==> config.mk <==
export PLATFORM = sky130hd
export DESIGN_NAME = dtpw_cfg
export DESIGN_NICKNAME = d
export VERILOG_FILES = /design/src/design/dtpw_pkg.sv /design/src/design/dtpw_cfg.sv
export SDC_FILE = /design/constraint.sdc
export NUM_CORES = 1
export LEC_CHECK = 0
export BUFFER_PORTS_ARGS = -buffer_cell sky130_fd_sc_hd__buf_2
export CAP_MARGIN = 20
export CORE_UTILIZATION = 39
export CTS_CLUSTER_SIZE = 28
export DETAILED_ROUTE_END_ITERATION = 8
export GPL_TIMING_DRIVEN = 0
export PLACE_DENSITY = 0.76
export RECOVER_POWER = 25
export SLEW_MARGIN = 40
export SYNTH_ARGS = -nofsm -noshare
export SYNTH_HDL_FRONTEND = slang
export SYNTH_SLANG_ARGS = --single-unit
==> constraint.sdc <==
create_clock -name i_clk -period 2.2 [get_ports i_clk]
set_input_delay 0.66 -clock i_clk [delete_from_list [all_inputs] [get_ports i_clk]]
set_output_delay 0.66 -clock i_clk [all_outputs]
set_load 0.01 [all_outputs]
==> src/design/dtpw_pkg.sv <==
// dtpw_pkg: shared types and constants for the depth-tested pixel write unit
// holds function, status, depth-mode and register codes, the config struct and
// the controller/datapath command and status structs; depends on nothing
`default_nettype none

package dtpw_pkg;

    // input function codes
    localparam logic [1:0] FUNC_DEPTH_WRITE = 2'd0;
    localparam logic [1:0] FUNC_COLOR_WRITE = 2'd1;
    localparam logic [1:0] FUNC_READ        = 2'd2;

    // result status codes
    localparam logic [1:0] STAT_DONE     = 2'd0;
    localparam logic [1:0] STAT_CLIPPED  = 2'd1;
    localparam logic [1:0] STAT_REJECTED = 2'd2;

    // depth compare modes
    localparam logic [2:0] DM_ALWAYS        = 3'd0;
    localparam logic [2:0] DM_LESS          = 3'd1;
    localparam logic [2:0] DM_LESS_EQUAL    = 3'd2;
    localparam logic [2:0] DM_GREATER_EQUAL = 3'd3;
    localparam logic [2:0] DM_GREATER       = 3'd4;
    localparam logic [2:0] DM_NOT_EQUAL     = 3'd5;
    localparam logic [2:0] DM_EQUAL         = 3'd6;

    // register indexes (byte address is four times the index)
    localparam logic [2:0] REG_CLIP_WIDTH   = 3'd0;
    localparam logic [2:0] REG_CLIP_HEIGHT  = 3'd1;
    localparam logic [2:0] REG_ROW_STRIDE   = 3'd2;
    localparam logic [2:0] REG_DEPTH_MODE   = 3'd3;
    localparam logic [2:0] REG_DEPTH_ENABLE = 3'd4;

    localparam int PADDR_W = 5;

    // register reset values
    localparam logic [9:0] RST_CLIP_WIDTH   = 10'd320;
    localparam logic [8:0] RST_CLIP_HEIGHT  = 9'd224;
    localparam logic [9:0] RST_ROW_STRIDE   = 10'd512;
    localparam logic [2:0] RST_DEPTH_MODE   = DM_GREATER_EQUAL;
    localparam logic       RST_DEPTH_ENABLE = 1'b1;

    // value held by every depth word after reset
    localparam logic [31:0] DEPTH_MIN = 32'h8000_0000;

    // width of the linear address sum: 9-bit row times 11-bit stride plus 10-bit column
    localparam int SUM_W = 21;

    typedef struct packed {
        logic [9:0] clip_width;
        logic [8:0] clip_height;
        logic [9:0] row_stride;
        logic [2:0] depth_mode;
        logic       depth_enable;
    } t_cfg;

    typedef enum logic [4:0] {
        S_CLEAR = 5'b00001,
        S_IDLE  = 5'b00010,
        S_ADDR  = 5'b00100,
        S_READ  = 5'b01000,
        S_TEST  = 5'b10000
    } t_state;

    typedef struct packed {
        logic clr_en;
        logic load_in;
        logic calc_addr;
        logic rd_en;
        logic finish;
    } t_cmd;

    typedef struct packed {
        logic clr_done;
    } t_sts;

endpackage

`default_nettype wire

==> src/design/dtpw_cfg.sv <==
// dtpw_cfg: apb-style configuration registers of the pixel write unit
// depends on dtpw_pkg for register indexes, reset values and t_cfg
`default_nettype none

module dtpw_cfg (
    input  logic                          i_clk,
    input  logic                          i_rst_n,
    input  logic                          psel,
    input  logic                          penable,
    input  logic                          pwrite,
    input  logic [dtpw_pkg::PADDR_W-1:0]  paddr,
    input  logic [31:0]                   pwdata,
    output logic [31:0]                   prdata,
    output logic                          pready,
    output dtpw_pkg::t_cfg                o_cfg
);
    import dtpw_pkg::*;

    t_cfg       r_cfg;
    logic       wr_en;
    logic [2:0] reg_idx;

    assign pready  = 1'b1;
    assign reg_idx = paddr[PADDR_W-1:2];
    assign wr_en   = psel & penable & pwrite;

    always_ff @(posedge i_clk) begin
        if (!i_rst_n) begin
            r_cfg.clip_width   <= RST_CLIP_WIDTH;
            r_cfg.clip_height  <= RST_CLIP_HEIGHT;
            r_cfg.row_stride   <= RST_ROW_STRIDE;
            r_cfg.depth_mode   <= RST_DEPTH_MODE;
            r_cfg.depth_enable <= RST_DEPTH_ENABLE;
        end else if (wr_en) begin
            case (reg_idx)
                REG_CLIP_WIDTH:   r_cfg.clip_width   <= pwdata[9:0];
                REG_CLIP_HEIGHT:  r_cfg.clip_height  <= pwdata[8:0];
                REG_ROW_STRIDE:   r_cfg.row_stride   <= pwdata[9:0];
                REG_DEPTH_MODE:   r_cfg.depth_mode   <= pwdata[2:0];
                REG_DEPTH_ENABLE: r_cfg.depth_enable <= pwdata[0];
                default: ;
            endcase
        end
    end

    always_comb begin
        case (reg_idx)
            REG_CLIP_WIDTH:   prdata = {22'd0, r_cfg.clip_width};
            REG_CLIP_HEIGHT:  prdata = {23'd0, r_cfg.clip_height};
            REG_ROW_STRIDE:   prdata = {22'd0, r_cfg.row_stride};
            REG_DEPTH_MODE:   prdata = {29'd0, r_cfg.depth_mode};
            REG_DEPTH_ENABLE: prdata = {31'd0, r_cfg.depth_enable};
            default:          prdata = 32'd0;
        endcase
    end

    assign o_cfg = r_cfg;

endmodule

`default_nettype wire

[Yosys cells after proc, flatten, opt, wreduce, memory -nomap -nowiden]
Index checks and enable logic that the tools add are counted.
Cells by class
  reductions and logical operators: 6
  equality and inequality tests: 4
  mux-type cells: 1
  bitwise logic cells: 2
Operators by type and width (count)
  10-bit case mux with 5 select lines: 1
  2-bit AND reduction: 5
  3-bit by 2-bit == test with 1-bit output, second input constant: 2
  3-bit by 1-bit == test with 1-bit output, second input constant: 1
  3-bit == test, second input constant: 1
  3-bit zero test: 1
  1-bit AND: 2
Word-level totals
  logic and storage cells: 18
  bits in registers: 33
  bits of input ports: 42
  output and inout bits: 66

[Longest topological paths before layout]
  word-level depth: 3
  mapped depth: 5
  gate-level depth less buffers: 3

[Least setup slack after synthesis]
Ideal clock, no wire load.
  path kind: input-to-output
  start: in paddr[3] (netlist bit)
  end: out prdata[3]
  slack: 5 ps
  data required time: 1540 ps
  stages: 5
  path buffers: 2
  arrival time: 1535 ps
  cell sequence: buf_2 -> buf_2 -> mux2i_1 -> a2bb2oi_1 -> nor2_1
Between the ends
  cells in the longest elaborated chain, start to end: 2
  elaborated cells between the ends (all ways): 6
  classes of those cells: eq/ne (4); mux (1); reduce/logical (1)
Ends and longest elaborated chain
  start, declared: line dtpw_cfg.sv:11  | input logic [dtpw_pkg::PADDR_W-1:0] paddr,
  3-bit == test, or another cell as far along: line dtpw_cfg.sv:47  | case (reg_idx)
  10-bit case mux with 5 select lines *: line dtpw_cfg.sv:47
  end, declared: line dtpw_cfg.sv:13  | output logic [31:0] prdata,
Every way passes the cells marked *; elsewhere a longest branch is shown, timed or not.

[Worst setup path after layout]
  start: in paddr[3] (netlist bit)
  end: out prdata[2]
Same word-level chain as after synthesis.

==> summary.md <==
| Metric | Value |
|---|---|
| Outcome | finished clean |
| Clock sink total | 33 |
| First-pass GRT wire length | around 7.1 mm |
| Final Hold Violating Endpoints | 0 |
| Max Fclk | approximately 460 MHz |
| Kind of cell adding the most delay to the critical path | multiplexers |
| Fin util | 0.5362 |
| CP max stage cell | mux4_2 |
| CTS root buf | clkbuf_8 |
| Tcrit/Tclk final | 0.9969 |
| Met1 usage | 0.2318 |
| Area grow syn2layout | 31.78% |
| CTS tree | built |
| Die extent in x | 69.40 um |
| Cell taking the most area after synthesis | dfxtp_1 |
| Reg2Reg Depth | 2 |
| Placed wire-length estimate | 3.180 mm |
| WL/cell | 12.84 um |
| Router iterations before antenna repair | 4 |
| CP Class | in2out |
| Power Density | around 550 mW/mm^2 |
| Max Root-Sink Buffers | 2 |
| Via Count | 1577 |
| Reg clk slew, reported paths | 70 ps |
| Global Route Usage Sum | 0.1875 |
| Final setup violating endpoints | 0 |
| Worst R2R Setup Slack | 1490 ps |
| Most used routing layer | met2 |
| CP Depth | 4 |
| Met3 Use GR | 0.04360 |
| Area share of the largest cell type after synthesis | 0.3729 |
| Routability congestion estimate | a little under 0.8 |
| NetSw | 0.3225 mW |
| RSZ-0062 raised after global routing | yes |
| CP Launch Point | paddr[3] |
| Initial antenna violation count | 0 |
| Logic pwr share | 0.141 |
| Fin nets | 330 |
| Post-route cell area | 0.002335 sq mm |
| Hold Path Class | reg2reg |
| Slew HR | 0.6531 |
| Core Area | 0.004354 sq mm |
| Worst-Margin Slew | 520.4 ps |
| Clk_skew | 0 ps |
| CP Buf/Inv Count | 2 |
| Maxcap violations | 0 |
| Leak Pwr | 1.185 nW |
| Largest net degree at the start of global routing | 11 |
| Max FFs per register | 33 |
| Die Y | ~69 um |
| Area contributors post-synth | dfxtp_1, mux2i_1, buf_4, nand2_1, a2bb2oi_1 |
| Mean post-synth cell area | 8.858 sq um |
| Starting Density | 0.4069 |
| Clk Latency, worst-skew pair | 290 ps |
| N_diodes | 0 |
| Yosys warns | 0 |
| Sequential share of power | 0.469 |
| Vias in the first global route | 1495 |
| Int Power | slightly below 1 mW |
| Rows | 24 |
| R2R Path End | o_cfg[2] |
| Post-CTS Hold Buffers | 0 |
| Port buffer count | 57 |
| Placed inst area | 0.002201 sq mm |
| Residual DRC count | 0 |
| CTS buffer count | 5 |
| Power Total | 1.293 mW |
| Critical Path Sink | prdata[2] |
| ANT nets after route | 0 |
| Drt initial violations | 56 |
| Final critical-path required period | 2193 ps |
| Clock network fraction of total power | 0.390 |
| Final Max Slew Viols | 0 |
| WP data required | 1540 ps |
| Cell Chain, Critical Path | buf_12 > mux4_2 > nor2b_1 > buf_2 |
| Ports | 108 |
| Sequential-to-total area share from yosys stat | 0.3729 |
| R2r startpoint | o_cfg[2] |
| Peak VDD IR | approximately 0.33 mV |
| Worst setup EP type | output port |
| Total congestion overflow | 0 |
| Startpoint Class | input port |
| # placed instances | 330 |
| Mapped Area | 0.001772 sq mm |
| Die ar. | 0.004816 sq mm |
| Yosys reg bits | 33 |
| DRT Wirelength | 4.378 mm |
| Worst-path fanout max | 7 |
| Final Non-Filler Cells | ~340 |
| Crit-path max cell delay | 490 ps |
| Vias per cell | approximately 4.6 |
| Mapped Cells | 200 |
| Layout cells sized above 1 | 0.3149 |
| Netlist cell types | 25 |
| CP arrival | 1530 ps |
| Switching Fraction | 0.2495 |
| Hold WS | 472.8 ps |
| GR Util met2 | 0.3172 |
| H-tree level count | 2 |
[cells in the final DEF, fill, tap and decap left out, drive strengths merged, types with 3 or more instances in the layout]
master,netlist,routed
inv,7,7
mux2i,35,35
nor3,3,3
nand3,5,5
buf,30,79
nand2,38,38
conb,2,23
o211ai,6,6
clkbuf,7,25
dfxtp,33,33
nor2b,6,6
nor2,10,10
a2bb2oi,6,6
[cells by family (layout without fill, tap and decap cells)]
kind of cell,count (synthesis),after routing,synth area share
and+or+nand+nor,68,68,0.1737
buffers and inverters,44,112,0.1554
muxes,37,37,0.2232
DFF,33,33,0.3729
AOI/OAI and AO/OA,16,16,0.07062
other,2,23,0.004239
[cell type report]
class	instances	area, sq um
buffer	37	272.8
clock buffer	7	96.34
clock inverter	1	5.005
fill	441	2019
inverter	7	26.28
multi-input combinational	144	914.6
sequential	33	660.6
tap	52	65.06
timing repair buffer	60	294.0
[timing repair]
action / 4_1_cts / 5_1_grt
resized for setup: 11 / 1
setup buffers: 3 / 0
endpoints found under the setup margin: 10 / 5
[synthesized netlist by cell type]
cell and n:
nor3_1 3, nor2_1 10, nand3_1 5, nand2_2 1, conb_1 2, inv_1 7, buf_2 4, o211ai_1 6
nor2b_1 6, o31a_1 1, nand4_1 1, mux4_2 2, nor3b_1 1, nand4b_1 2, and2_1 1, mux2i_1 35
o21ai_0 2, buf_4 24, a2bb2oi_1 6, dfxtp_1 33, clkbuf_1 7, nand2_1 37, o311ai_0 1, and4b_1 1
buf_6 2
[routing by layer]
layer / up-vias / wire length [um] / share of wire
li1: 807 / - / -
met1: 702 / 1897 / 0.43
met2: 61 / 2123 / 0.48
met3: 7 / 290 / 0.066
met4: 0 / 67 / 0.015
met5: - / 0 / 0
[power by group through the flow]
stage,Sequential (mW),Combinational [mW],Clock [mW]
after floorplan,0.622,0.121,0
after global placement,0.620,0.170,0
after detailed placement,0.620,0.172,0
after CTS,0.606,0.183,0.515
after global routing,0.607,0.198,0.535
final,0.606,0.182,0.504
[stage by stage]
stage	setup WS [ps]	TNS, ps
final	6.903	0
after global routing	-17.71	-66.50
after global placement	-308.4	-2320
after floorplan	4.781	0
after CTS	3.043	0
after detailed placement	-332.2	-2532
[how the worst min path moves through the flow]
stage               from         to  slack, ps  depth (start not counted)
3_5_place_dp    o_cfg[5]   o_cfg[5]        460                          2
4_1_cts         o_cfg[8]   o_cfg[8]        480                          2
3_3_place_gp   o_cfg[27]  o_cfg[27]        460                          2
6_report       o_cfg[11]  o_cfg[11]        470                          2
5_1_grt        o_cfg[16]  o_cfg[16]        510                          2
2_1_floorplan  o_cfg[15]  o_cfg[15]        490                          2
[tightest hold or removal path, delay by kind of cell, from the launching register on]
kind / cells / cell delay, ps
DFF: 1 / 320
muxes: 1 / 50
and+or+nand+nor: 1 / 50
Power figures use the tool's default switching activity.
