==> src/design/dtpw_pkg.sv <==
// dtpw_pkg: shared types and constants for the depth-tested pixel write unit
// holds function, status, depth-mode and register codes, the config struct and
// the controller/datapath command and status structs; depends on nothing
`default_nettype none

package dtpw_pkg;

    // input function codes
    localparam logic [1:0] FUNC_DEPTH_WRITE = 2'd0;
    localparam logic [1:0] FUNC_COLOR_WRITE = 2'd1;
    localparam logic [1:0] FUNC_READ        = 2'd2;

    // result status codes
    localparam logic [1:0] STAT_DONE     = 2'd0;
    localparam logic [1:0] STAT_CLIPPED  = 2'd1;
    localparam logic [1:0] STAT_REJECTED = 2'd2;

    // depth compare modes
    localparam logic [2:0] DM_ALWAYS        = 3'd0;
    localparam logic [2:0] DM_LESS          = 3'd1;
    localparam logic [2:0] DM_LESS_EQUAL    = 3'd2;
    localparam logic [2:0] DM_GREATER_EQUAL = 3'd3;
    localparam logic [2:0] DM_GREATER       = 3'd4;
    localparam logic [2:0] DM_NOT_EQUAL     = 3'd5;
    localparam logic [2:0] DM_EQUAL         = 3'd6;

    // register indexes (byte address is four times the index)
    localparam logic [2:0] REG_CLIP_WIDTH   = 3'd0;
    localparam logic [2:0] REG_CLIP_HEIGHT  = 3'd1;
    localparam logic [2:0] REG_ROW_STRIDE   = 3'd2;
    localparam logic [2:0] REG_DEPTH_MODE   = 3'd3;
    localparam logic [2:0] REG_DEPTH_ENABLE = 3'd4;

    localparam int PADDR_W = 5;

    // register reset values
    localparam logic [9:0] RST_CLIP_WIDTH   = 10'd320;
    localparam logic [8:0] RST_CLIP_HEIGHT  = 9'd224;
    localparam logic [9:0] RST_ROW_STRIDE   = 10'd512;
    localparam logic [2:0] RST_DEPTH_MODE   = DM_GREATER_EQUAL;
    localparam logic       RST_DEPTH_ENABLE = 1'b1;

    // value held by every depth word after reset
    localparam logic [31:0] DEPTH_MIN = 32'h8000_0000;

    // width of the linear address sum: 9-bit row times 11-bit stride plus 10-bit column
    localparam int SUM_W = 21;

    typedef struct packed {
        logic [9:0] clip_width;
        logic [8:0] clip_height;
        logic [9:0] row_stride;
        logic [2:0] depth_mode;
        logic       depth_enable;
    } t_cfg;

    typedef enum logic [4:0] {
        S_CLEAR = 5'b00001,
        S_IDLE  = 5'b00010,
        S_ADDR  = 5'b00100,
        S_READ  = 5'b01000,
        S_TEST  = 5'b10000
    } t_state;

    typedef struct packed {
        logic clr_en;
        logic load_in;
        logic calc_addr;
        logic rd_en;
        logic finish;
    } t_cmd;

    typedef struct packed {
        logic clr_done;
    } t_sts;

endpackage

`default_nettype wire

==> src/design/dtpw_ctrl.sv <==
// dtpw_ctrl: sequencing state machine of the pixel write unit
// depends on dtpw_pkg for t_state, t_cmd and t_sts; drives the datapath by commands
`default_nettype none

module dtpw_ctrl (
    input  logic           i_clk,
    input  logic           i_rst_n,
    input  logic           i_in_valid,
    output logic           o_in_ready,
    input  logic           i_out_ready,
    output logic           o_out_valid,
    input  dtpw_pkg::t_sts i_sts,
    output dtpw_pkg::t_cmd o_cmd
);
    import dtpw_pkg::*;

    t_state r_state, n_state;
    logic   r_out_valid, n_out_valid;
    t_cmd   cmd;
    logic   slot_free;

    // output register can take a result when empty or being drained this cycle
    assign slot_free = ~r_out_valid | i_out_ready;

    always_comb begin
        n_state = r_state;
        cmd     = '0;
        case (r_state)
            S_CLEAR: begin
                cmd.clr_en = 1'b1;
                if (i_sts.clr_done) n_state = S_IDLE;
            end
            S_IDLE: begin
                if (i_in_valid) begin
                    cmd.load_in = 1'b1;
                    n_state     = S_ADDR;
                end
            end
            S_ADDR: begin
                cmd.calc_addr = 1'b1;
                n_state       = S_READ;
            end
            S_READ: begin
                cmd.rd_en = 1'b1;
                n_state   = S_TEST;
            end
            S_TEST: begin
                if (slot_free) begin
                    cmd.finish = 1'b1;
                    n_state    = S_IDLE;
                end
            end
            default: n_state = S_IDLE;
        endcase
    end

    always_comb begin
        if (cmd.finish) begin
            n_out_valid = 1'b1;
        end else if (i_out_ready) begin
            n_out_valid = 1'b0;
        end else begin
            n_out_valid = r_out_valid;
        end
    end

    always_ff @(posedge i_clk) begin
        if (!i_rst_n) begin
            r_state     <= S_CLEAR;
            r_out_valid <= 1'b0;
        end else begin
            r_state     <= n_state;
            r_out_valid <= n_out_valid;
        end
    end

    assign o_in_ready  = (r_state == S_IDLE);
    assign o_out_valid = r_out_valid;
    assign o_cmd       = cmd;

endmodule

`default_nettype wire

==> config.mk <==
export PLATFORM = sky130hd
export DESIGN_NAME = dtpw_ctrl
export DESIGN_NICKNAME = d
export VERILOG_FILES = /design/src/design/dtpw_pkg.sv /design/src/design/dtpw_ctrl.sv
export SDC_FILE = /design/constraint.sdc
export NUM_CORES = 1
export LEC_CHECK = 0
export ABC_AREA = 1
export BUFFER_PORTS_ARGS = -buffer_cell sky130_fd_sc_hd__buf_2
export CORE_AREA = 3 3 40 42
export CTS_CLUSTER_DIAMETER = 30
export DETAILED_ROUTE_END_ITERATION = 8
export DIE_AREA = 0 0 43 45
export MAX_ROUTING_LAYER = met4
export PLACE_DENSITY_LB_ADDON = 0.12
export SLEW_MARGIN = 10
export SYNTH_ARGS = -nofsm -noshare
export SYNTH_HDL_FRONTEND = slang
export SYNTH_SLANG_ARGS = --single-unit
==> constraint.sdc <==
create_clock -name i_clk -period 1.5 [get_ports i_clk]
set_clock_uncertainty 0.2 [all_clocks]
set_input_delay 0.3 -clock i_clk [delete_from_list [all_inputs] [get_ports i_clk]]
set_output_delay 0.3 -clock i_clk [all_outputs]
set_load 0.02 [all_outputs]
### Word-level counts from Yosys, hierarchy flattened

Index checks and enable logic that the tools add are counted.

* register bits: 6
* output and inout port bits: 7
* bits of input ports: 5
* logic and storage cells: 27

* reduce and logical (&&, ||, !) cells: 2
* muxes and demuxes: 13
* bitwise logic cells: 2
* eq/ne operators: 8

Operator list (count)
* case mux 5 bit (5 select lines): 1
* two-way mux 5 bit: 3
* two-way mux 1 bit: 9
* inequality test 2 bit, second input constant: 3
* == test 5 x 1 -> 1 bit, second input constant: 1
* == test 5 x 2 -> 1 bit, second input constant: 1
* == test 5 x 3 -> 1 bit, second input constant: 1
* == test 5 x 4 -> 1 bit, second input constant: 1
* == test 5 bit, second input constant: 1
* AND reduction 3 bit: 1
* nonzero test 2 bit: 1
* NOT 1 bit: 1
* OR 1 bit: 1

### Longest topological paths before layout

Gate-level depths: netlist of the first run.

* depth in word-level cells: 5
* depth in mapped cells: 7
* mapped depth without buffers: 7

### Worst setup path before layout of the first run

No wires, ideal clock.

* path type: register to output
* start point: register r_state[2]
* end point: output port o_cmd[3] in the netlist's numbering
* slack: -0.067 ns
* cell stages (with the launch flop): 6
* path buffers: 0
* arrival time: 1.067 ns
* data required time: 1.000 ns
* cell sequence: dfxtp_1 > nor2_4 > nand2_4 > nor2_8 > inv_2 > nor2_1

RTL lines
* from (decl): line dtpw_ctrl.sv:17 `t_state r_state, n_state;`
* from (signal assigned): line dtpw_ctrl.sv:72 `r_state <= n_state;`
* to (decl): line dtpw_ctrl.sv:13 `output dtpw_pkg::t_cmd o_cmd`

==> tab_implementation.tex, run 1 <==
\begin{tabular}{lr}
\hline
Metric & Value \\
\hline
\multicolumn{2}{l}{\textbf{Clocking}} \\
Clock tree from TritonCTS & yes \\
Num CTS Buffers & 3 \\
Insertion delay of the later-clocked pin in the worst-skew pair & 0.24 ns \\
H-tree depth & 1 \\
Max Root-Sink Buffers & 2 \\
Root buffer cell & sky130\_fd\_sc\_hd\_\_clkbuf\_4 \\
Clock transition at the register clock pins on the worst setup and hold paths after CTS & 0.05 ns \\
Number of clock sinks seen by CTS & 6 \\
\multicolumn{2}{l}{\textbf{Route}} \\
Routed wire per std cell & 9.29 um \\
Post-route DRC & 0 \\
Routed wire length & 808 um \\
Number of nets with antenna violations after routing & 0 \\
Total vias in the final route & 362 \\
Detailed-route vias per instance & 4.16 \\
Detailed Route Iter0 Violations & 4 \\
Number of search-and-repair iterations in the first detailed-routing pass & 4 \\
\multicolumn{2}{l}{\textbf{Critical path}} \\
Category of the most critical setup path & register to output port \\
CP Capture Type & output port \\
Required time at the worst-slack endpoint & 1.00 ns \\
Startpoint type of the worst setup path & register \\
Maximum fanout encountered on the critical timing path & 3 \\
CP arrival & 1.16 ns \\
\multicolumn{2}{l}{\textbf{Timing}} \\
Post-route clock period utilization & 1.10 \\
Setup repair after global routing missed its margin & true \\
Count of final max-slew check failures & 0 \\
Number of hold-slack violations in the final timing report & 0 \\
Transition time of the tightest slew-check pin & 0.216 ns \\
Final period demand of the worst path & 1.66 ns \\
Slew headroom & 0.856 \\
Max Clk Rate & 604 MHz \\
Final setup fails & 6 \\
Slack of the critical path & -0.156 ns \\
\multicolumn{2}{l}{\textbf{Finish}} \\
Layout overhead on the synthesized area & 60.1\% \\
Core utilization of the finished layout & 0.454 \\
Fraction of final layout cells with drive strength greater than 1 & 0.597 \\
Filler cell count in the final layout & 138 \\
Diodes inserted & 0 \\
Multi-input gate area in the final layout & 209 um2 \\
Total Nets Final & 79 \\
Seq. cell area & 128 um2 \\
Post-route design area & 583 um2 \\
\multicolumn{2}{l}{\textbf{Floorplan}} \\
Chip height & 45 um \\
Effective utilization at floorplan & 0.283 \\
Full die area & 1940 um2 \\
Number of top-level pins & 12 \\
Horizontal die dimension & 43 um \\
Cell row count & 13 \\
Core area & 1280 um2 \\
\multicolumn{2}{l}{\textbf{Yosys}} \\
Dominant cells by area after synthesis & sky130\_fd\_sc\_hd\_\_dfxtp\_1, sky130\_fd\_sc\_hd\_\_inv\_1, sky130\_fd\_sc\_hd\_\_nor2\_1, sky130\_fd\_sc\_hd\_\_nand4\_1, sky130\_fd\_sc\_hd\_\_nor2\_8 \\
Ranking of synthesized cells by instance count & sky130\_fd\_sc\_hd\_\_inv\_1, sky130\_fd\_sc\_hd\_\_nor2\_1, sky130\_fd\_sc\_hd\_\_dfxtp\_1 \\
Sequential-to-total area share from yosys stat & 0.330 \\
Post-synth top area cell & sky130\_fd\_sc\_hd\_\_dfxtp\_1 \\
Yosys warnings & 0 \\
Number of synthesized register bits & 6 \\
EDFF count, synth & 0 \\
Fraction of synthesized cell area taken by the top area cell type & 0.330 \\
Cell count after synthesis & 50 \\
Post-Syn Nets & 55 \\
Synthesized area divided by synthesized cell count & 7.28 um2 \\
Synth Flop Type & sky130\_fd\_sc\_hd\_\_dfxtp\_1 \\
Async set-or-reset flop fraction in the synthesized netlist & 0 \\
Unique cell type count in the Yosys netlist & 17 \\
Most common cell in the synthesized netlist & sky130\_fd\_sc\_hd\_\_inv\_1 \\
Combined area of all synthesized cells & 364 um2 \\
\multicolumn{2}{l}{\textbf{Placement}} \\
Last weighted congestion value of the routability-driven placer & 0.729 \\
Placed Area & 460 um2 \\
Hpwl dp & 650 um \\
Number of buffers inserted by port buffering & 11 \\
Setup WS pre-CTS & 0.0218 ns \\
\multicolumn{2}{l}{\textbf{Global routing}} \\
GRT Residual Overflow & 0 \\
GRT Resource Usage Total & 0.106 \\
Maximum number of pins on one net before global-route repair & 6 \\
Global-route track usage on met1 & 0.116 \\
First-pass GRT wire length & 1430 um \\
Number of global-route vias before repair & 368 \\
Global routing met3 resource utilization & 0.0478 \\
Met2 track utilization from global routing & 0.171 \\
Most heavily used metal layer in global routing & met2 \\
Antenna violations before repair & 0 \\
\multicolumn{2}{l}{\textbf{Run status}} \\
Violated checks & setup timing \\
Status & complete, but fails checks \\
\multicolumn{2}{l}{\textbf{Pwr}} \\
Total power & 0.424 mW \\
Leakage power & 0.274 nW \\
Maximum ir drop on the vdd rail & 0.000299 V \\
Power density over the cells & 727 nW/um2 \\
\multicolumn{2}{l}{\textbf{Run}} \\
Reported max-cap violation count & 0 \\
\multicolumn{2}{l}{\textbf{Hold path}} \\
Path class of the lowest-slack min-delay path & input port to register \\
\hline
\end{tabular}
-- final timing paths --
check	depth (start not counted)	end	slack, ns	from
setup reg to reg	7	r_state[1]$_SDFFE_PN0P_	0.19	r_state[2]$_SDFFE_PN0P_
hold / removal	2	r_state[0]$_SDFFE_PN1P_	0.07	i_rst_n
setup / recovery	7	o_cmd[3]	-0.16	r_state[1]$_SDFFE_PN0P_
hold reg to reg	2	r_state[3]$_SDFFE_PN0P_	0.35	r_state[2]$_SDFFE_PN0P_
-- sequential cells by signal, summed over array words and instances, names as in the netlist --
name	flops
r_state	5
o_out_valid	1
-- timing repair --
action                     in CTS  in global routing
hold endpoints to repair        0                  0
gates resized for setup        11                  9
gates cloned                    0                  0
hold buffers                    0                  0
setup buffers                   4                  2
setup endpoints to repair       6                  6
pin swaps                       4                  2
-- cell families (layout without fill, tap and decap cells) --
group	Yosys count	count (layout)	share of synthesized area
simple gates	27	27	0.447
flops	6	6	0.330
buf+inv	14	36	0.165
compound gates	3	3	0.0584
-- cells in the final DEF, fill, tap and decap left out, drive strengths merged --
cell	count
a21oi	2
buf	21
clkbuf	3
dfxtp	6
inv	12
nand2	5
nand3	3
nand4	4
nor2	12
nor3	3
o21a	1
-- worst max-delay path: stages, from the launching register on --
cell	delay [ns]
sky130_fd_sc_hd__dfxtp_4	0.36
sky130_fd_sc_hd__inv_2	0.04
sky130_fd_sc_hd__nor2_4	0.08
sky130_fd_sc_hd__inv_2	0.07
sky130_fd_sc_hd__nor2_8	0.11
sky130_fd_sc_hd__inv_2	0.05
sky130_fd_sc_hd__nor2_4	0.08
sky130_fd_sc_hd__buf_6	0.12
-- layout make-up --
cell class,count,share of cell area
multi-input cells,30,0.358
repair buffers,21,0.275
flip-flops and latches,6,0.219
inverters,12,0.0773
clock buffers,3,0.0386
well taps,15,0.0322
-- stage by stage --
stage,hold slack (ns),TNS (ns),cells
after global routing,0.0739,-1.05,87
after CTS,0.0655,-0.768,85
after detailed placement,0.317,0,78
after floorplan,0.170,0,50
after global placement,0.312,0,78
final,0.0659,-0.621,87
-- where the power goes --
group / switching (mW) / internal, mW / leakage (nW)
Sequential: 0.00911 / 0.167 / 0.0505
Clock: 0.0520 / 0.0901 / 0.0138
Combinational: 0.0534 / 0.0519 / 0.210
-- routing by layer --
layer  vias up  part of all wire  routed length, um
li1        201                 -                  -
met1       153              0.45                361
met2         8              0.51                411
met3         0             0.045                 36
met4         0                 0                  0
met5         -                 0                  0
No activity file was read; power rests on OpenSTA's default activity.
==> inputs of run 2 (changes only) <==
==> constraint.sdc (replaced) <==
create_clock -name i_clk -period 1.5 [get_ports i_clk]
set_clock_uncertainty 0.2 [all_clocks]
set_input_delay 0 -clock i_clk [delete_from_list [all_inputs] [get_ports i_clk]]
set_output_delay 0 -clock i_clk [all_outputs]
set_load 0.02 [all_outputs]
==> tab_implementation.tex, run 2 (synthesis gave the netlist of run 1 again) <==
\begin{tabular}{lr}
\hline
Metric & Value \\
\hline
\multicolumn{2}{l}{\textbf{Clocking}} \\
Clock transition at the register clock pins on the worst setup and hold paths after CTS & 0.05 ns \\
Max Root-Sink Buffers & 2 \\
Num CTS Buffers & 3 \\
Clock tree from TritonCTS & yes \\
H-tree depth & 1 \\
Root buffer cell & sky130\_fd\_sc\_hd\_\_clkbuf\_4 \\
Number of clock sinks seen by CTS & 6 \\
Insertion delay of the later-clocked pin in the worst-skew pair & 0.25 ns \\
\multicolumn{2}{l}{\textbf{Pwr}} \\
Maximum ir drop on the vdd rail & 0.000358 V \\
Leakage power & 0.247 nW \\
Sequential share of power & 0.419 \\
Pint & 0.294 mW \\
Power density over the cells & 803 nW/um2 \\
Part of the power in the clock network & 0.378 \\
Switching power share of the total & 0.282 \\
Net switching power of the design & 0.116 mW \\
Combinational cell fraction of total power & 0.202 \\
\multicolumn{2}{l}{\textbf{Floorplan}} \\
Full die area & 1940 um2 \\
Horizontal die dimension & 43 um \\
Number of top-level pins & 12 \\
Cell row count & 13 \\
Core area & 1280 um2 \\
Chip height & 45 um \\
Effective utilization at floorplan & 0.283 \\
\multicolumn{2}{l}{\textbf{Critical path}} \\
Required time at the worst-slack endpoint & 1.30 ns \\
Number of cells on the critical path & 6 \\
Sequence of cells on the critical path & nor2\_4 -> nand2\_4 -> nor2\_8 -> inv\_2 -> nor2\_1 -> buf\_4 \\
Crit-path leading delay family & simple AND/OR/NAND/NOR gates \\
Startpoint type of the worst setup path & register \\
R2R cell count & 7 \\
Crit path buffers/inverters & 2 \\
Library cell contributing the largest single delay on the critical path & sky130\_fd\_sc\_hd\_\_dfxtp\_4 \\
Category of the most critical setup path & register to output port \\
CP arrival & 1.24 ns \\
CP Capture Type & output port \\
Maximum fanout encountered on the critical timing path & 5 \\
Delay contributed by the slowest stage of the critical path & 0.35 ns \\
\multicolumn{2}{l}{\textbf{Run}} \\
Reported max-cap violation count & 0 \\
\multicolumn{2}{l}{\textbf{Global routing}} \\
GRT Residual Overflow & 0 \\
Maximum number of pins on one net before global-route repair & 6 \\
Antenna violations before repair & 0 \\
Number of global-route vias before repair & 311 \\
GRT Resource Usage Total & 0.100 \\
First-pass GRT wire length & 1290 um \\
\multicolumn{2}{l}{\textbf{Run status}} \\
Status & complete, no violations \\
\multicolumn{2}{l}{\textbf{Timing}} \\
Max Clk Rate & 694 MHz \\
Worst hold slack & 0.297 ns \\
Slew headroom & 0.852 \\
Setup repair after global routing missed its margin & true \\
Number of hold-slack violations in the final timing report & 0 \\
Count of final max-slew check failures & 0 \\
Final period demand of the worst path & 1.44 ns \\
Final setup fails & 0 \\
Transition time of the tightest slew-check pin & 0.222 ns \\
Post-route clock period utilization & 0.961 \\
Final-layout setup total negative slack & 0 ns \\
\multicolumn{2}{l}{\textbf{Route}} \\
Routed wire per std cell & 9.55 um \\
Post-route DRC & 0 \\
Number of nets with antenna violations after routing & 0 \\
Routed wire length & 793 um \\
Number of search-and-repair iterations in the first detailed-routing pass & 4 \\
Detailed Route Iter0 Violations & 3 \\
Detailed-route vias per instance & 4.35 \\
Total vias in the final route & 361 \\
\multicolumn{2}{l}{\textbf{Hold path}} \\
Path class of the lowest-slack min-delay path & input port to register \\
Number of cells traversed by the worst hold path & 3 \\
\multicolumn{2}{l}{\textbf{Placement}} \\
Last weighted congestion value of the routability-driven placer & 0.772 \\
Number of buffers inserted by port buffering & 11 \\
Hpwl dp & 581 um \\
Placed Area & 423 um2 \\
\multicolumn{2}{l}{\textbf{Finish}} \\
Fraction of final layout cells with drive strength greater than 1 & 0.426 \\
Layout overhead on the synthesized area & 40.2\% \\
Flip-flop count of the largest register, all copies and words added & 5 \\
Post-route design area & 510 um2 \\
Largest Register & r\_state \\
Total Nets Final & 75 \\
Diodes inserted & 0 \\
Leading cell types in the layout, fill and taps excluded & sky130\_fd\_sc\_hd\_\_inv\_1, sky130\_fd\_sc\_hd\_\_buf\_2, sky130\_fd\_sc\_hd\_\_nor2\_1 \\
\hline
\end{tabular}
run 2: cell count changes in the layout (fill, tap and decap cells not counted), sizes merged:
cell,before,now
dlygate4sd3,0,4
buf,21,13
run 2: final cells by class:
type / count / area, um2
Clock buffer: 3 / 22.5
Fill cell: 139 / 774
Inverter: 12 / 45.0
Multi-Input combinational cell: 30 / 184
Sequential cell: 6 / 125
Tap cell: 15 / 18.8
Timing Repair Buffer: 17 / 115
run 2: stage by stage:
step                      power (mW)   util  instances  setup WS, ns
after global placement         0.245  0.329         74         0.230
after detailed placement       0.244  0.329         74         0.248
after global routing           0.442  0.397         83       -0.0136
after floorplan                0.226      -         50         0.233
after CTS                      0.413  0.378         81        0.0110
final                          0.410  0.397         83        0.0581
run 2: power by group through the flow:
stage / Clock (mW) / Sequential [mW] / Combinational (mW)
finish: 0.155 / 0.172 / 0.0829
global route: 0.179 / 0.173 / 0.0909
CTS: 0.164 / 0.173 / 0.0758
detailed placement: 0 / 0.176 / 0.0676
global placement: 0 / 0.176 / 0.0682
floorplan: 0 / 0.175 / 0.0505
run 2: per-layer routing:
layer	part of all wire	global-route usage
met2	0.45	0.144
met3	0.048	0.0359
met5	0	-
met4	0.039	0.108
met1	0.47	0.101
run 2: final timing paths:
path,start,to,slack [ns]
setup / recovery,r_state[3]$_SDFFE_PN0P_,o_cmd[3],0.06
hold / removal,i_rst_n,r_state[0]$_SDFFE_PN1P_,0.30
setup reg to reg,r_state[3]$_SDFFE_PN0P_,r_state[1]$_SDFFE_PN0P_,0.17
hold reg to reg,r_state[2]$_SDFFE_PN0P_,r_state[3]$_SDFFE_PN0P_,0.37
run 2: repair_timing:
item	4_1_cts	5_1_grt
endpoints found under the setup margin	0	2
endpoints found under the hold margin	6	0
hold buffers	4	0
setup buffers	0	2
resized for setup	0	5
run 2: worst min-delay path, delay by kind of cell:
kind                   cells  cell delay, ns
buffers and inverters      2            0.65
AND/OR/NAND/NOR            1            0.05
==> inputs of run 3 (changes only) <==
--- a/config.mk
+++ b/config.mk
@@ -7,10 +7,11 @@
 export LEC_CHECK = 0
 export ABC_AREA = 1
 export BUFFER_PORTS_ARGS = -buffer_cell sky130_fd_sc_hd__buf_2
-export CORE_AREA = 3 3 40 42
+export CORE_ASPECT_RATIO = 1.1
+export CORE_MARGIN = 3
+export CORE_UTILIZATION = 25
 export CTS_CLUSTER_DIAMETER = 30
 export DETAILED_ROUTE_END_ITERATION = 8
-export DIE_AREA = 0 0 43 45
 export MAX_ROUTING_LAYER = met4
 export PLACE_DENSITY_LB_ADDON = 0.12
 export SLEW_MARGIN = 10
==> tab_implementation.tex, run 3 (synthesis gave the netlist of run 1 again) <==
\begin{tabular}{lr}
\hline
Metric & Value \\
\hline
\multicolumn{2}{l}{\textbf{Run status}} \\
Status & complete, no violations \\
\multicolumn{2}{l}{\textbf{Clocking}} \\
Insertion delay of the later-clocked pin in the worst-skew pair & 0.25 ns \\
Root buffer cell & sky130\_fd\_sc\_hd\_\_clkbuf\_4 \\
Clock tree from TritonCTS & yes \\
Num CTS Buffers & 3 \\
Clock transition at the register clock pins on the worst setup and hold paths after CTS & 0.05 ns \\
Max Root-Sink Buffers & 2 \\
H-tree depth & 1 \\
Number of clock sinks seen by CTS & 6 \\
\multicolumn{2}{l}{\textbf{Timing}} \\
Setup repair after global routing missed its margin & true \\
Count of final max-slew check failures & 0 \\
Number of hold-slack violations in the final timing report & 0 \\
Final period demand of the worst path & 1.45 ns \\
Post-route clock period utilization & 0.966 \\
Final setup fails & 0 \\
Max Clk Rate & 690 MHz \\
Transition time of the tightest slew-check pin & 0.190 ns \\
Final-layout setup total negative slack & 0 ns \\
Slew headroom & 0.873 \\
Worst hold slack & 0.310 ns \\
\multicolumn{2}{l}{\textbf{Finish}} \\
Largest Register & r\_state \\
Total Nets Final & 74 \\
Seq. cell area & 125 um2 \\
Flip-flop count of the largest register, all copies and words added & 5 \\
Leading cell types in the layout, fill and taps excluded & sky130\_fd\_sc\_hd\_\_buf\_2, sky130\_fd\_sc\_hd\_\_inv\_1, sky130\_fd\_sc\_hd\_\_nor2\_1 \\
Most common cell after layout, fill and taps aside & sky130\_fd\_sc\_hd\_\_buf\_2 \\
Multi-input gate area in the final layout & 184 um2 \\
Layout overhead on the synthesized area & 37.5\% \\
Filler cell count in the final layout & 136 \\
Diodes inserted & 0 \\
Non-filler instance count after layout & 82 \\
Fraction of final layout cells with drive strength greater than 1 & 0.418 \\
\multicolumn{2}{l}{\textbf{Floorplan}} \\
Number of top-level pins & 12 \\
Core area & 1270 um2 \\
Effective utilization at floorplan & 0.287 \\
Chip height & 46.0 um \\
Cell row count & 13 \\
Horizontal die dimension & 42.4 um \\
Full die area & 1950 um2 \\
\multicolumn{2}{l}{\textbf{Critical path}} \\
Crit path buffers/inverters & 2 \\
Delay contributed by the slowest stage of the critical path & 0.35 ns \\
Maximum fanout encountered on the critical timing path & 5 \\
Library cell contributing the largest single delay on the critical path & sky130\_fd\_sc\_hd\_\_dfxtp\_4 \\
Capture point of the worst reg-to-reg path & r\_state[1]\$\_SDFFE\_PN0P\_ \\
RR Startpoint & r\_state[3]\$\_SDFFE\_PN0P\_ \\
CP Capture Type & output port \\
Crit-path leading delay family & simple AND/OR/NAND/NOR gates \\
Startpoint type of the worst setup path & register \\
CP arrival & 1.25 ns \\
R2R cell count & 7 \\
Category of the most critical setup path & register to output port \\
Sequence of cells on the critical path & nor2\_4 -> nand2\_4 -> nor2\_8 -> inv\_2 -> nor2\_1 -> buf\_4 \\
R2r setup slk & 0.19 ns \\
Required time at the worst-slack endpoint & 1.30 ns \\
\multicolumn{2}{l}{\textbf{Global routing}} \\
Number of global-route vias before repair & 326 \\
First-pass GRT wire length & 1250 um \\
Antenna violations before repair & 0 \\
GRT Residual Overflow & 0 \\
GRT Resource Usage Total & 0.0941 \\
Maximum number of pins on one net before global-route repair & 6 \\
\multicolumn{2}{l}{\textbf{Route}} \\
Number of nets with antenna violations after routing & 0 \\
Routed wire length & 746 um \\
Post-route DRC & 0 \\
Total vias in the final route & 346 \\
Number of search-and-repair iterations in the first detailed-routing pass & 2 \\
Detailed-route vias per instance & 4.22 \\
Routed wire per std cell & 9.10 um \\
Detailed Route Iter0 Violations & 1 \\
\multicolumn{2}{l}{\textbf{Run}} \\
Reported max-cap violation count & 0 \\
\multicolumn{2}{l}{\textbf{Hold path}} \\
Worst hold start & i\_rst\_n \\
Worst hold path endpoint & r\_state[0]\$\_SDFFE\_PN1P\_ \\
Number of cells traversed by the worst hold path & 3 \\
Path class of the lowest-slack min-delay path & input port to register \\
\multicolumn{2}{l}{\textbf{Placement}} \\
Placed cell count & 74 \\
Last weighted congestion value of the routability-driven placer & 0.753 \\
Number of buffers inserted by port buffering & 11 \\
Hpwl dp & 583 um \\
\multicolumn{2}{l}{\textbf{Pwr}} \\
Total power & 0.407 mW \\
Power density over the cells & 813 nW/um2 \\
Maximum ir drop on the vdd rail & 0.000355 V \\
Leakage power & 0.243 nW \\
\hline
\end{tabular}
==> run 3: final cells by class <==
class,instances,share of cell area
Clock buffer,3,0.0450
Inverter,12,0.0900
Sequential cell,6,0.250
Multi-Input combinational cell,30,0.367
Timing Repair Buffer,16,0.210
Tap cell,15,0.0375
==> run 3: how the worst max path moves through the flow <==
stage / start / endpoint / cells past startpoint
2_1_floorplan: r_state[2]$_SDFFE_PN0P_ / o_cmd[3] / 5
3_3_place_gp: r_state[3]$_SDFFE_PN0P_ / r_state[1]$_SDFFE_PN0P_ / 6
3_5_place_dp: r_state[0]$_SDFFE_PN1P_ / r_state[1]$_SDFFE_PN0P_ / 6
4_1_cts: r_state[3]$_SDFFE_PN0P_ / o_cmd[3] / 6
5_1_grt: r_state[3]$_SDFFE_PN0P_ / o_cmd[3] / 6
6_report: r_state[3]$_SDFFE_PN0P_ / o_cmd[3] / 6
==> run 3: power by group <==
| group | total, mW | switching [mW] | internal, mW |
|---|---|---|---|
| sequential | 0.172 | 0.00697 | 0.165 |
| clock | 0.155 | 0.0640 | 0.0909 |
| combinational | 0.0802 | 0.0445 | 0.0357 |
==> run 3: metrics by stage <==
step / cell area [um2] / utilization / worst slack, ns
final: 500 / 0.394 / 0.0514
after global routing: 500 / 0.394 / -0.00644
after CTS: 485 / 0.383 / 0.00149
after detailed placement: 423 / 0.333 / 0.273
after global placement: 423 / 0.333 / 0.266
after floorplan: 364 / - / 0.233
==> run 3: repair_timing <==
action | CTS | global route
setup buffers | 0 | 1
endpoints found under the hold margin | 6 | 0
hold buffers | 4 | 0
resized for setup | 0 | 4
endpoints found under the setup margin | 0 | 1
==> run 3: metal layers <==
metal	GRT usage	wire, um	up-vias
met5	-	0	-
met4	0.0745	17	0
met3	0.0395	47	2
met2	0.134	314	10
met1	0.103	367	139
li1	-	-	195
==> run 3: tightest hold or removal path, delay by kind of cell <==
family,cells,cell delay (ns)
AND/OR/NAND/NOR,1,0.05
buffers and inverters,2,0.66
